$ cat config.mk
export PLATFORM = sky130hd
export DESIGN_NAME = stream_loss_latency_tracker
export DESIGN_NICKNAME = d
export VERILOG_FILES = /design/src/rtl/slt_pkg.sv /design/src/rtl/slt_fifo.sv /design/src/rtl/slt_front.sv /design/src/rtl/slt_back.sv /design/src/rtl/stream_loss_latency_tracker.sv
export SDC_FILE = /design/constraint.sdc
export NUM_CORES = 2
export LEC_CHECK = 0
export ABC_CLOCK_PERIOD_IN_PS = 10300
export BUFFER_PORTS_ARGS = -buffer_cell sky130_fd_sc_hd__clkbuf_2
export CAP_MARGIN = 40
export CORE_MARGIN = 2
export CORE_UTILIZATION = 55
export CTS_CLUSTER_DIAMETER = 150
export DETAILED_ROUTE_END_ITERATION = 10
export PLACE_DENSITY_LB_ADDON = 0.15
export RECOVER_POWER = 50
export SYNTH_ARGS = -nofsm -noshare
export SYNTH_HDL_FRONTEND = slang
export SYNTH_SLANG_ARGS = --single-unit
$ cat constraint.sdc
create_clock -name i_clk -period 10.3 [get_ports i_clk]
set_input_delay 0.515 -clock i_clk [delete_from_list [all_inputs] [get_ports i_clk]]
set_output_delay 0.515 -clock i_clk [all_outputs]
set_load 0.01 [all_outputs]
$ cat src/rtl/slt_pkg.sv
// ----------------------------------------------------------------------------
// Stream loss and latency tracker package
// Shared types and constants for the front, back and top-level modules.
// ----------------------------------------------------------------------------
package slt_pkg;

    localparam int SEQ_W      = 16;
    localparam int REMOTE_W   = 32;
    localparam int LOCAL_W    = 40;
    localparam int COUNT_W    = 32;
    localparam int DELTA_W    = 42;
    localparam int WLEN_W     = 16;
    localparam int GAP_W      = 15;
    localparam int CFG_DATA_W = 16;

    // Register indexes of the configuration port.
    localparam logic CFG_WINDOW_LENGTH = 1'b0;
    localparam logic CFG_GAP_LIMIT     = 1'b1;

    localparam logic [WLEN_W-1:0] WINDOW_LENGTH_RESET = 16'd10000;
    localparam logic [GAP_W-1:0]  GAP_LIMIT_RESET     = 15'd100;

    // Largest positive 42-bit signed value restarts the minimum tracker.
    localparam logic signed [DELTA_W-1:0] MIN_DELTA_RESET = {1'b0, {(DELTA_W-1){1'b1}}};

    // Moving average: avg = (avg * 9 + excess) / 10. For any 32-bit x,
    // x / 10 is the product x * TENTH_RECIP shifted right by TENTH_SHIFT.
    localparam logic [COUNT_W-1:0] TENTH_RECIP = 32'hCCCC_CCCD;
    localparam int                 TENTH_SHIFT = 35;

    typedef struct packed {
        logic [WLEN_W-1:0] window_length_ms;
        logic [GAP_W-1:0]  gap_limit;
    } t_cfg;

    // One classified frame travelling from the front to the back.
    typedef struct packed {
        logic                       has_time;
        logic                       restart;
        logic signed [DELTA_W-1:0]  delta;
        logic [COUNT_W-1:0]         received;
        logic [COUNT_W-1:0]         dropped;
    } t_work;

    typedef struct packed {
        logic [COUNT_W-1:0] received_count;
        logic [COUNT_W-1:0] dropped_count;
        logic [COUNT_W-1:0] latency_estimate_ms;
    } t_result;

endpackage

$ cat src/rtl/slt_fifo.sv
// ----------------------------------------------------------------------------
// Small register queue
// First-in first-out buffer with the head visible while not empty.
// ----------------------------------------------------------------------------
module slt_fifo #(
    parameter int WIDTH = 8,
    parameter int DEPTH = 2
) (
    input  logic             i_clk,
    input  logic             i_rst_n,
    input  logic             i_push,
    input  logic [WIDTH-1:0] i_data,
    output logic             o_full,
    input  logic             i_pop,
    output logic             o_empty,
    output logic [WIDTH-1:0] o_data
);

    localparam int PTR_W = (DEPTH > 1) ? $clog2(DEPTH) : 1;
    localparam int CNT_W = $clog2(DEPTH + 1);

    logic [WIDTH-1:0] r_mem [DEPTH];
    logic [PTR_W-1:0] r_wr_ptr, n_wr_ptr;
    logic [PTR_W-1:0] r_rd_ptr, n_rd_ptr;
    logic [CNT_W-1:0] r_count, n_count;
    logic             do_push;
    logic             do_pop;

    assign o_full  = (r_count == CNT_W'(DEPTH));
    assign o_empty = (r_count == '0);
    assign o_data  = r_mem[r_rd_ptr];
    assign do_push = i_push && !o_full;
    assign do_pop  = i_pop && !o_empty;

    always_comb begin
        n_wr_ptr = r_wr_ptr;
        n_rd_ptr = r_rd_ptr;
        n_count  = r_count;
        if (do_push) begin
            n_wr_ptr = (r_wr_ptr == PTR_W'(DEPTH - 1)) ? '0 : r_wr_ptr + 1'b1;
        end
        if (do_pop) begin
            n_rd_ptr = (r_rd_ptr == PTR_W'(DEPTH - 1)) ? '0 : r_rd_ptr + 1'b1;
        end
        if (do_push && !do_pop) begin
            n_count = r_count + 1'b1;
        end else if (do_pop && !do_push) begin
            n_count = r_count - 1'b1;
        end
    end

    always_ff @(posedge i_clk) begin
        if (!i_rst_n) begin
            r_wr_ptr <= '0;
            r_rd_ptr <= '0;
            r_count  <= '0;
        end else begin
            r_wr_ptr <= n_wr_ptr;
            r_rd_ptr <= n_rd_ptr;
            r_count  <= n_count;
        end
    end

    always_ff @(posedge i_clk) begin
        if (do_push) begin
            r_mem[r_wr_ptr] <= i_data;
        end
    end

endmodule

$ cat src/rtl/slt_front.sv
// ----------------------------------------------------------------------------
// Frame classifier
// Updates the frame counters and the window clock, and forms the delay.
// ----------------------------------------------------------------------------
module slt_front (
    input  logic                          i_clk,
    input  logic                          i_rst_n,
    input  slt_pkg::t_cfg                 i_cfg,
    input  logic                          i_accept,
    input  logic [slt_pkg::SEQ_W-1:0]     i_sequence_req,
    input  logic [slt_pkg::REMOTE_W-1:0]  i_remote_time_ms,
    input  logic [slt_pkg::LOCAL_W-1:0]   i_local_time_ms,
    input  logic                          i_frame_accepted,
    output slt_pkg::t_work                o_work
);

    logic                              r_seen_first;
    logic [slt_pkg::SEQ_W-1:0]         r_prev_seq;
    logic [slt_pkg::COUNT_W-1:0]       r_dropped, n_dropped;
    logic [slt_pkg::COUNT_W-1:0]       r_received, n_received;
    logic [slt_pkg::LOCAL_W-1:0]       r_window_start;

    logic [slt_pkg::SEQ_W-1:0]         expected;
    logic [slt_pkg::SEQ_W-1:0]         diff;
    logic                              is_drop;
    logic                              has_time;
    logic [slt_pkg::LOCAL_W-1:0]       elapsed;
    logic                              restart;

    // A forward gap is a difference in 1..32767 that stays below the limit.
    assign expected = r_prev_seq + 1'b1;
    assign diff     = i_sequence_req - expected;
    assign is_drop  = r_seen_first && (diff != '0) && !diff[slt_pkg::SEQ_W-1]
                      && (diff[slt_pkg::GAP_W-1:0] < i_cfg.gap_limit);

    assign n_dropped  = is_drop ? r_dropped + slt_pkg::COUNT_W'(diff) : r_dropped;
    assign n_received = r_received + slt_pkg::COUNT_W'(i_frame_accepted);

    assign has_time = (i_remote_time_ms != '0);
    assign elapsed  = i_local_time_ms - r_window_start;
    assign restart  = (elapsed > slt_pkg::LOCAL_W'(i_cfg.window_length_ms));

    always_comb begin
        o_work.has_time = has_time;
        o_work.restart  = restart;
        o_work.delta    = $signed(slt_pkg::DELTA_W'(i_local_time_ms))
                          - $signed(slt_pkg::DELTA_W'(i_remote_time_ms));
        o_work.received = n_received;
        o_work.dropped  = n_dropped;
    end

    always_ff @(posedge i_clk) begin
        if (!i_rst_n) begin
            r_seen_first   <= 1'b0;
            r_prev_seq     <= '0;
            r_dropped      <= '0;
            r_received     <= '0;
            r_window_start <= '0;
        end else if (i_accept) begin
            r_seen_first <= 1'b1;
            r_prev_seq   <= i_sequence_req;
            r_dropped    <= n_dropped;
            r_received   <= n_received;
            if (has_time && restart) begin
                r_window_start <= i_local_time_ms;
            end
        end
    end

endmodule

$ cat src/rtl/slt_back.sv
// ----------------------------------------------------------------------------
// Latency engine
// Tracks the windowed minimum delay and the smoothed excess over it.
// ----------------------------------------------------------------------------
module slt_back (
    input  logic             i_clk,
    input  logic             i_rst_n,
    input  slt_pkg::t_work   i_work,
    input  logic             i_work_empty,
    output logic             o_work_pop,
    input  logic             i_res_full,
    output logic             o_res_push,
    output slt_pkg::t_result o_result
);

    localparam logic [1:0] ST_IDLE = 2'd0;
    localparam logic [1:0] ST_DIFF = 2'd1;
    localparam logic [1:0] ST_MUL  = 2'd2;
    localparam logic [1:0] ST_DONE = 2'd3;

    localparam int CW = slt_pkg::COUNT_W;
    localparam int PW = 2 * slt_pkg::COUNT_W;

    logic [1:0]                          r_state;
    logic signed [slt_pkg::DELTA_W-1:0]  r_min;
    logic [CW-1:0]                       r_smooth;
    logic [CW-1:0]                       r_excess;
    logic [CW-1:0]                       r_received;
    logic [CW-1:0]                       r_dropped;
    logic [CW-1:0]                       r_diff;
    logic                                r_below;
    logic [CW-1:0]                       r_tenth;

    logic                                take;
    logic                                lower;
    logic [slt_pkg::DELTA_W-1:0]         excess_full;
    logic [CW-1:0]                       excess_sat;
    logic                                below;
    logic [CW-1:0]                       spread;
    logic [PW-1:0]                       product;
    logic [CW+2:0]                       tenfold;
    logic                                inexact;
    logic [CW-1:0]                       smooth_next;

    assign take = (r_state == ST_IDLE) && !i_work_empty && !i_res_full;
    assign o_work_pop = take;

    // A new minimum either comes from a window restart or a smaller delay;
    // in both cases the excess is zero.
    assign lower       = i_work.restart || (i_work.delta < r_min);
    assign excess_full = lower ? '0 : slt_pkg::DELTA_W'(i_work.delta - r_min);
    assign excess_sat  = (excess_full[slt_pkg::DELTA_W-1:slt_pkg::COUNT_W] != '0)
                         ? '1 : excess_full[slt_pkg::COUNT_W-1:0];

    // (9 * avg + excess) / 10 is avg + (excess - avg) / 10 when the excess is
    // not below the average, and avg minus the rounded-up tenth of
    // (avg - excess) otherwise, so only a 32-bit tenth is ever needed.
    assign below  = (r_excess < r_smooth);
    assign spread = below ? r_smooth - r_excess : r_excess - r_smooth;

    // Reciprocal multiply gives the truncated tenth of the spread.
    assign product = PW'(r_diff) * PW'(slt_pkg::TENTH_RECIP);

    // When the excess is below the average, the tenth is rounded up when ten times it falls short of the spread.
    assign tenfold     = {r_tenth, 3'b000} + {2'b00, r_tenth, 1'b0};
    assign inexact     = (tenfold != {3'b000, r_diff});
    assign smooth_next = r_below ? r_smooth - r_tenth - CW'(inexact)
                                 : r_smooth + r_tenth;

    always_comb begin
        o_res_push = 1'b0;
        o_result.received_count      = i_work.received;
        o_result.dropped_count       = i_work.dropped;
        o_result.latency_estimate_ms = r_smooth;
        if (take && !i_work.has_time) begin
            o_res_push = 1'b1;
        end else if (r_state == ST_DONE) begin
            o_res_push = 1'b1;
            o_result.received_count      = r_received;
            o_result.dropped_count       = r_dropped;
            o_result.latency_estimate_ms = smooth_next;
        end
    end

    always_ff @(posedge i_clk) begin
        if (!i_rst_n) begin
            r_state  <= ST_IDLE;
            r_min    <= slt_pkg::MIN_DELTA_RESET;
            r_smooth <= '0;
        end else begin
            unique case (r_state)
                ST_IDLE: begin
                    if (take && i_work.has_time) begin
                        r_min   <= lower ? i_work.delta : r_min;
                        r_state <= ST_DIFF;
                    end
                end
                ST_DIFF: begin
                    r_state <= ST_MUL;
                end
                ST_MUL: begin
                    r_state <= ST_DONE;
                end
                ST_DONE: begin
                    r_smooth <= smooth_next;
                    r_state  <= ST_IDLE;
                end
            endcase
        end
    end

    always_ff @(posedge i_clk) begin
        if (take) begin
            r_excess   <= excess_sat;
            r_received <= i_work.received;
            r_dropped  <= i_work.dropped;
        end
        if (r_state == ST_DIFF) begin
            r_diff  <= spread;
            r_below <= below;
        end
        if (r_state == ST_MUL) begin
            r_tenth <= CW'(product >> slt_pkg::TENTH_SHIFT);
        end
    end

endmodule

$ cat src/rtl/stream_loss_latency_tracker.sv
// ----------------------------------------------------------------------------
// Stream loss and latency tracker
// Counts received and lost audio frames and smooths the delay above a
// windowed minimum, giving one result transaction per frame transaction.
// ----------------------------------------------------------------------------
// Path: a frame without a sender timestamp goes into the result queue when the
// back takes it; a timestamped frame first passes the difference, reciprocal
// multiply and rounding steps. Throughput: one frame per cycle without timestamp
// while the result queue has room; the back takes no new frame during those steps.
// Reset (i_rst_n low at a clock edge) empties both queues, clears all
// counters and restores the register defaults (window 10000 ms, limit 100).
// ----------------------------------------------------------------------------
module stream_loss_latency_tracker #(
    parameter int WORK_DEPTH   = 4,
    parameter int RESULT_DEPTH = 2
) (
    input  logic                               i_clk,
    input  logic                               i_rst_n,
    // Configuration write port.
    input  logic                               i_cfg_wr_en,
    input  logic                               i_cfg_index,
    input  logic [slt_pkg::CFG_DATA_W-1:0]     i_cfg_data,
    // Frame transactions.
    input  logic                               i_push,
    output logic                               o_full,
    input  logic [slt_pkg::SEQ_W-1:0]          i_sequence_req,
    input  logic [slt_pkg::REMOTE_W-1:0]       i_remote_time_ms,
    input  logic [slt_pkg::LOCAL_W-1:0]        i_local_time_ms,
    input  logic                               i_frame_accepted,
    // Result transactions.
    output logic                               o_empty,
    input  logic                               i_pop,
    output logic [slt_pkg::COUNT_W-1:0]        o_received_count,
    output logic [slt_pkg::COUNT_W-1:0]        o_dropped_count,
    output logic [slt_pkg::COUNT_W-1:0]        o_latency_estimate_ms
);

    localparam int WORK_W   = $bits(slt_pkg::t_work);
    localparam int RESULT_W = $bits(slt_pkg::t_result);

    slt_pkg::t_cfg    r_cfg;
    slt_pkg::t_work   front_work;
    slt_pkg::t_work   back_work;
    slt_pkg::t_result back_result;
    slt_pkg::t_result head_result;
    logic             accept;
    logic             work_empty;
    logic             work_pop;
    logic             res_full;
    logic             res_push;

    // Configuration registers. Writes must arrive only while the block is idle, which
    // the block itself does not enforce; then they take effect with no ordering concerns.
    always_ff @(posedge i_clk) begin
        if (!i_rst_n) begin
            r_cfg.window_length_ms <= slt_pkg::WINDOW_LENGTH_RESET;
            r_cfg.gap_limit        <= slt_pkg::GAP_LIMIT_RESET;
        end else if (i_cfg_wr_en) begin
            unique case (i_cfg_index)
                slt_pkg::CFG_WINDOW_LENGTH: begin
                    r_cfg.window_length_ms <= i_cfg_data;
                end
                slt_pkg::CFG_GAP_LIMIT: begin
                    r_cfg.gap_limit <= i_cfg_data[slt_pkg::GAP_W-1:0];
                end
                default: begin
                    r_cfg <= r_cfg;
                end
            endcase
        end
    end

    // A frame transaction is taken whenever the work queue has room. The
    // front updates the loss counters and the window clock in that cycle.
    assign accept = i_push && !o_full;

    slt_front u_front (
        .i_clk            (i_clk),
        .i_rst_n          (i_rst_n),
        .i_cfg            (r_cfg),
        .i_accept         (accept),
        .i_sequence_req   (i_sequence_req),
        .i_remote_time_ms (i_remote_time_ms),
        .i_local_time_ms  (i_local_time_ms),
        .i_frame_accepted (i_frame_accepted),
        .o_work           (front_work)
    );

    // The work queue lets the front keep accepting frames while the back is
    // busy dividing for a timestamped frame.
    slt_fifo #(
        .WIDTH (WORK_W),
        .DEPTH (WORK_DEPTH)
    ) u_work_q (
        .i_clk   (i_clk),
        .i_rst_n (i_rst_n),
        .i_push  (accept),
        .i_data  (front_work),
        .o_full  (o_full),
        .i_pop   (work_pop),
        .o_empty (work_empty),
        .o_data  (back_work)
    );

    // The back owns the minimum delay and the moving average.
    slt_back u_back (
        .i_clk        (i_clk),
        .i_rst_n      (i_rst_n),
        .i_work       (back_work),
        .i_work_empty (work_empty),
        .o_work_pop   (work_pop),
        .i_res_full   (res_full),
        .o_res_push   (res_push),
        .o_result     (back_result)
    );

    // Finished results wait here so a stalled consumer does not stop the back until the queue is full.
    slt_fifo #(
        .WIDTH (RESULT_W),
        .DEPTH (RESULT_DEPTH)
    ) u_result_q (
        .i_clk   (i_clk),
        .i_rst_n (i_rst_n),
        .i_push  (res_push),
        .i_data  (back_result),
        .o_full  (res_full),
        .i_pop   (i_pop),
        .o_empty (o_empty),
        .o_data  (head_result)
    );

    assign o_received_count      = head_result.received_count;
    assign o_dropped_count       = head_result.dropped_count;
    assign o_latency_estimate_ms = head_result.latency_estimate_ms;

endmodule

Word level (Yosys, flattened, before mapping)
Memories as Yosys holds them, arrays and structs flattened. A register that Yosys moved wholly into a read port is not among the register bits.
Cells that the tools add are included.
- bits in read-only memories: 0
- latch bits: 0
- output and inout bits: 98
- flip-flop bits (word level): 397
- input bits: 111
- memories kept: 2
- bits in writable memories: 624
- eq/ne operators: 9
- shift operators: 0
- order comparisons: 4
- $add $sub $neg: 21
- div/mod/pow operators: 0
- $mul: 1
- reductions and logical operators: 40
- multiplexer cells: 26
- bitwise operators: 1
- memories (memory ; depth ; width ; read ports ; clocked after memory_dff ; write ports ; RTL line ; source):
    u_work_q.r_mem ; 4 ; 108 ; 1 ; 1 ; 1 ; slt_fifo.sv:22 ; logic [WIDTH-1:0] r_mem [DEPTH];
    u_result_q.r_mem ; 2 ; 96 ; 1 ; 1 ; 1 ; slt_fifo.sv:22 ;
- operator list (cell ; count):
    96-bit two-way mux ; 2
    32-bit two-way mux ; 3
    32-bit by 32-bit multiplier with 64-bit output, second input constant ; 1
    32-bit subtractor ; 2
    42-bit less-than comparator ; 1
    42-bit two-way mux ; 1
    42-bit subtractor ; 1
    40-bit by 32-bit subtractor with 41-bit output ; 1
    40-bit by 16-bit > comparator with 1-bit output ; 1
    40-bit subtractor ; 1
    35-bit by 32-bit != test with 1-bit output ; 1
    32-bit by 30-bit adder with 33-bit output ; 1
    32-bit by 1-bit adder with 32-bit output ; 1
    32-bit by 16-bit adder with 32-bit output ; 1
    32-bit by 29-bit adder with 32-bit output ; 1
    32-bit less-than comparator ; 1
    32-bit nonzero test ; 1
    32-bit by 1-bit subtractor with 32-bit output ; 1
    32-bit by 29-bit subtractor with 32-bit output ; 1
    1-bit logical AND ; 17
    16-bit by 1-bit adder with 16-bit output, second input constant ; 1
    16-bit nonzero test ; 1
    16-bit subtractor ; 1
    15-bit less-than comparator ; 1
    22 further kinds ; 58

Depth between registers and ports, before layout
- depth after elaboration: 11
- gate-level depth with buffers: 29
- gate-level depth less buffers: 29

Hierarchy
A second synthesis with hierarchy kept.
- cells, all modules: 7037
- area, all modules: 75074.5 sq um
- modules (own cells, without submodules) (module ; cells each ; sequential area each (sq um) ; times used ; area each (sq um)):
    slt_back ; 4150 ; 6266.0 ; 1 ; 37154.4
    slt_fifo (u_work_q) ; 615 ; 13152.6 ; 1 ; 16017.9
    slt_front ; 1817 ; 2422.3 ; 1 ; 13350.3
    slt_fifo (u_result_q) ; 324 ; 5865.6 ; 1 ; 7323.3
    stream_loss_latency_tracker ; 131 ; 620.6 ; 1 ; 1228.7

Worst setup path after synthesis
No wires, ideal clock.
- path type: flip-flop to flip-flop
- start point: register u_back.r_diff[19]
- end point: register u_back.r_tenth[24] (data pin)
- period minus slack after synthesis: 7358 ps
- arrival: 7100 ps
- slack: 2942 ps
- data required time: 10042 ps
- stages on the path, launching flop included: 25
- buffers on the path: 0
- cells stage by stage: edfxtp_1 ha_1 inv_1 fa_1 fa_1 fa_1 fa_1 fa_1 inv_1 fa_1 inv_1 fa_1 inv_1 ha_1 a21oi_1 o21ai_0 or4_1 a211o_1 a21oi_1 o211a_1 o21ai_0 and3_1 a31o_2 a21oi_1 xnor2_1
- word-level cells in the longest chain between the ends: 1
- RTL lines (item ; RTL line ; source):
    start, declared ; slt_back.sv:30 ; logic [CW-1:0] r_diff;
    start signal, assigned ; slt_back.sv:119 ; r_diff <= spread;
    32-bit by 32-bit multiplier with 64-bit output ; slt_back.sv:62 ; assign product = PW'(r_diff) * PW'(slt_pkg::TENTH_RECIP);
    named net u_back.product[59] ; slt_back.sv:40 ; logic [PW-1:0] product;
    end signal, assigned ; slt_back.sv:123 ; r_tenth <= CW'(product >> slt_pkg::TENTH_SHIFT);
    end, declared ; slt_back.sv:32 ; logic [CW-1:0] r_tenth;
The timed path passes the listed nets, and every way through them passes these cells.
A chain may end at the register's enable or synchronous reset.

Worst setup path in the final report
- start point: register u_back.r_diff[19]
- end point: register u_back.r_tenth[28] (data pin)
The elaborated chain is that of the path after synthesis.

==> flow_summary.toml <==
[run_status]
status = "complete, but fails checks"
violations = "capacitance limit, slew limit"

[die]
die_height_um = 369
start_util_pct = 55.2
placementRows = 134
die_width_um = 369
top_level_ports = 209
die_area_mm2 = 0.136
fp.coreArea_mm2 = 0.133

[cells_and_area]
area_delta_synth_final_pct = 9.09
final_layout_size_suffix_gt1_share_pct = 9.43
nets = 8191
antenna-diode-count = 0
final_cell_area_mm2 = 0.0801
stdcell_count = 8812
final_core_utilization_pct = 60.2

[timing]
worst_max_slew_pin_slew_ns = 3.78
fin_crit_sh_pct = 84.2
max_slew_margin_vs_limit_pct = -152
fin_setup_tns_ns = 0
setup_violations = 0
final.setup_skew_ns = 0.0268
grt_setup_unrepaired = "no"
achievable-frequency_ghz = 0.115
time_the_final_worst_path_needs_with_i_o_delays_and_setup_ns = 8.68
hold_viol = 0
max_slew_violations = 933

[worst_setup_path]
r2r_slack_ns = 1.62
worst_r2r_path_depth = 24
path_max_fanout = 9
path_class = "reg -> reg"
timing.critical_path.required_ns = 10.74
worst_setup_path_start_kind = "flip-flop"
cp.arrival_ns = 9.12
critical_register_to_register_path_endpoint = "u_back.r_tenth[28]"
end_kind = "flip-flop"
worstReg2RegStart = "u_back.r_diff[19]"

[logic_synthesis]
synth_top_cell_area_share_pct = 31.8
synth_commonest_cells = "sky130_fd_sc_hd__inv_1 (975), sky130_fd_sc_hd__edfxtp_1 (778), sky130_fd_sc_hd__ha_1 (700)"
synth_seq_cells = 1020
synthesis.area_mm2 = 0.0734
number_of_flops_mapped_to_enable_cells_by_yosys = 778
post_synth_inst_count = 6787
synth_largest_area_cell = "sky130_fd_sc_hd__edfxtp_1"
synth.top_cells.by_area = "sky130_fd_sc_hd__edfxtp_1 (32%), sky130_fd_sc_hd__ha_1 (12%), sky130_fd_sc_hd__fa_1 (12%), sky130_fd_sc_hd__dfxtp_1 (6.6%), sky130_fd_sc_hd__inv_1 (5.0%)"
post_synthesis_async_set_or_reset_flop_share_pct = 0
multiplexer_area_fraction_after_synthesis_pct = 6.64
post_synth_fa_ha_maj_area_fraction_pct = 23.6
synth-compound-area-share_pct = 12.3
syn_nets = 8025
synth-seq-area-share_pct = 38.4
synth_xor_xnor_area_share_pct = 4.01
yosysWarningCount = 0
post_synth_num_cell_types = 90
synthSimpleGateAreaFrac_pct = 8.78
largest_family_of_logic_cells_by_synthesized_area = "adder cells"
synth_top_flop_cell = "sky130_fd_sc_hd__edfxtp_1"
syn_avg_cell_area_um2 = 10.8
post-synth-top-count-cell = "sky130_fd_sc_hd__inv_1"

[drt]
via_per_inst = 5.79
dr_wl_met2_um = 89200
initialDrtViolationCount = 3927
postRouteAntennaNets = 0
route.detailed.wl_per_inst_um = 21.0
routed.top_layer = "met5"
met3_wirelength_um = 9570
route.final.wire_length_um = 185000
met1Wirelength_um = 81500
detailroute.via_count = 51045
firstDrtPassIters = 6
route.detailed.drc = 0

[placement]
dpl-instance-area_mm2 = 0.0765
placed_cells_incl_taps = 8581
detailed_place_hpwl_um = 143000
place.gp.congestion = 0.985
buffers_added_on_ports = 208

[hold_path]
min_from = "i_frame_accepted"
hp-class = "in -> reg"
hold-path-cell-count = 2
holdPathEnd = "u_work_q.r_mem[0][32]"

[clock_network]
cts_made_buffers = 106
postCtsSetupBuffers = 0
clock_path_buffers = 3
tritoncts_num_sinks = 1020
clkLatencyLatePin_ns = 0.73
clkTransAtPathRegs_ns = 0.06
cts_tree = "done"
cts.root.buffer_cell = "sky130_fd_sc_hd__clkbuf_16"
htreeDepth = 3

[grt]
grt_first_pass_wirelength_um = 289000
overflow = 0
track_usage_pct = 27.1
vias_in_the_first_global_route = 50658
number_of_antenna_violations_at_the_first_check_in_global_routing = 4
maximum_number_of_pins_on_one_net_before_global_route_repair = 81

[run]
number_of_max_cap_violations = 21
metal layers:
layer,track usage [%],up-vias
met1,36.9,25252
li1,-,24284
met5,0,-
met4,6.64,4
met3,3.90,226
met2,45.7,1279
final cells by class:
type                       count  area, um^2
clock buffer                 146        2930
clock inverter                53         679
fill                       11033       52900
inverter                     978        3670
multi-input combinational   4556       40600
sequential                  1020       28200
tap                         1768        2210
timing repair buffer         291        1750
sequential cells by signal (all words and copies together) (netlist names), 16 cells and up, named ones only:
register / count
u_result_q.r_mem: 192
u_front.r_prev_seq: 16
u_back.r_dropped: 32
u_back.r_tenth: 29
u_back.r_received: 32
u_front.r_received: 32
u_work_q.r_mem: 428
u_back.r_excess: 32
u_back.r_smooth: 32
u_front.r_window_start: 40
r_cfg: 31
u_back.r_min: 42
u_back.r_diff: 32
u_front.r_dropped: 32
metrics by stage:
stage	hold WS, ns	worst slack [ns]
final	0.235	1.62
after global routing	0.216	1.05
after CTS	0.165	1.69
after detailed placement	0.446	1.71
after global placement	0.442	1.86
after floorplan	0.432	2.94
critical path, stage by stage, from the launching register on:
cell and delay, ns:
sky130_fd_sc_hd__edfxtp_1 0.63, sky130_fd_sc_hd__ha_1 0.56, sky130_fd_sc_hd__inv_1 0.15, sky130_fd_sc_hd__fa_1 0.54, sky130_fd_sc_hd__fa_1 0.44, sky130_fd_sc_hd__fa_1 0.49
sky130_fd_sc_hd__fa_1 0.48, sky130_fd_sc_hd__fa_1 0.53, sky130_fd_sc_hd__inv_1 0.05, sky130_fd_sc_hd__fa_1 0.47, sky130_fd_sc_hd__inv_1 0.05, sky130_fd_sc_hd__fa_1 0.48
sky130_fd_sc_hd__inv_1 0.04, sky130_fd_sc_hd__ha_1 0.34, sky130_fd_sc_hd__a21oi_1 0.16, sky130_fd_sc_hd__o21ai_0 0.16, sky130_fd_sc_hd__or4_1 0.63, sky130_fd_sc_hd__a211o_1 0.40
sky130_fd_sc_hd__a21oi_1 0.43, sky130_fd_sc_hd__o2111ai_1 0.21, sky130_fd_sc_hd__a31oi_1 0.38, sky130_fd_sc_hd__o21ai_0 0.22, sky130_fd_sc_hd__a21oi_1 0.29, sky130_fd_sc_hd__o21bai_1 0.13
sky130_fd_sc_hd__xnor2_1 0.13
cell usage in the layout (no fill, tap or decap), types with 22 or more instances in the layout:
cell,instances
sky130_fd_sc_hd__dlygate4sd3_1,32
sky130_fd_sc_hd__nor4_1,28
sky130_fd_sc_hd__a21o_1,131
sky130_fd_sc_hd__clkbuf_2,167
sky130_fd_sc_hd__xnor2_1,203
sky130_fd_sc_hd__o21ai_0,272
sky130_fd_sc_hd__clkbuf_1,91
sky130_fd_sc_hd__mux2i_1,38
sky130_fd_sc_hd__nor2b_1,38
sky130_fd_sc_hd__a21oi_1,442
sky130_fd_sc_hd__dfxtp_1,242
sky130_fd_sc_hd__a211oi_1,48
sky130_fd_sc_hd__mux2_1,38
sky130_fd_sc_hd__mux2_2,147
sky130_fd_sc_hd__o21a_1,59
sky130_fd_sc_hd__nand2b_1,50
sky130_fd_sc_hd__mux4_2,107
sky130_fd_sc_hd__and3_1,76
sky130_fd_sc_hd__a2bb2oi_1,40
sky130_fd_sc_hd__and2_1,26
sky130_fd_sc_hd__or3_1,30
sky130_fd_sc_hd__a31oi_1,34
sky130_fd_sc_hd__nor2_1,315
sky130_fd_sc_hd__fa_1,427
sky130_fd_sc_hd__or4_1,22
sky130_fd_sc_hd__clkbuf_16,109
sky130_fd_sc_hd__o21bai_1,44
sky130_fd_sc_hd__ha_1,699
sky130_fd_sc_hd__o311ai_1,41
sky130_fd_sc_hd__buf_4,25
sky130_fd_sc_hd__nand3_1,91
sky130_fd_sc_hd__nand2_1,455
sky130_fd_sc_hd__nor3_1,111
sky130_fd_sc_hd__o211ai_1,82
sky130_fd_sc_hd__edfxtp_1,778
sky130_fd_sc_hd__inv_1,974
sky130_fd_sc_hd__nand4_1,61
sky130_fd_sc_hd__o31ai_1,35
sky130_fd_sc_hd__xor2_1,132
cells by family after synthesis:
kind of cell | after synthesis
flip-flops | 1020
adder cells (fa/ha/maj) | 1127
multiplexers | 330
AND/OR/NAND/NOR | 1361
XOR/XNOR | 336
buffers and inverters | 1211
AO/OA/AOI/OAI | 1402
worst max-delay path by stage:
stage / startpoint / to / cells past startpoint
6_report: u_back.r_diff[19] / u_back.r_tenth[28] / 24
5_1_grt: flip-flop / u_result_q.r_mem[1][92] / 6
4_1_cts: u_back.r_diff[16] / u_back.r_tenth[28] / 24
3_5_place_dp: u_back.r_diff[16] / u_back.r_tenth[28] / 24
3_3_place_gp: u_back.r_diff[19] / u_back.r_tenth[28] / 24
2_1_floorplan: u_back.r_diff[19] / u_back.r_tenth[24] / 24
repair_timing:
item,in CTS,in global routing
hold buffers,32,0
gates resized for setup,0,0
endpoints found under the hold margin,40,0
Power is not shown: default switching activity piles up to over one toggle a cycle in this logic, so the estimate is an artifact.
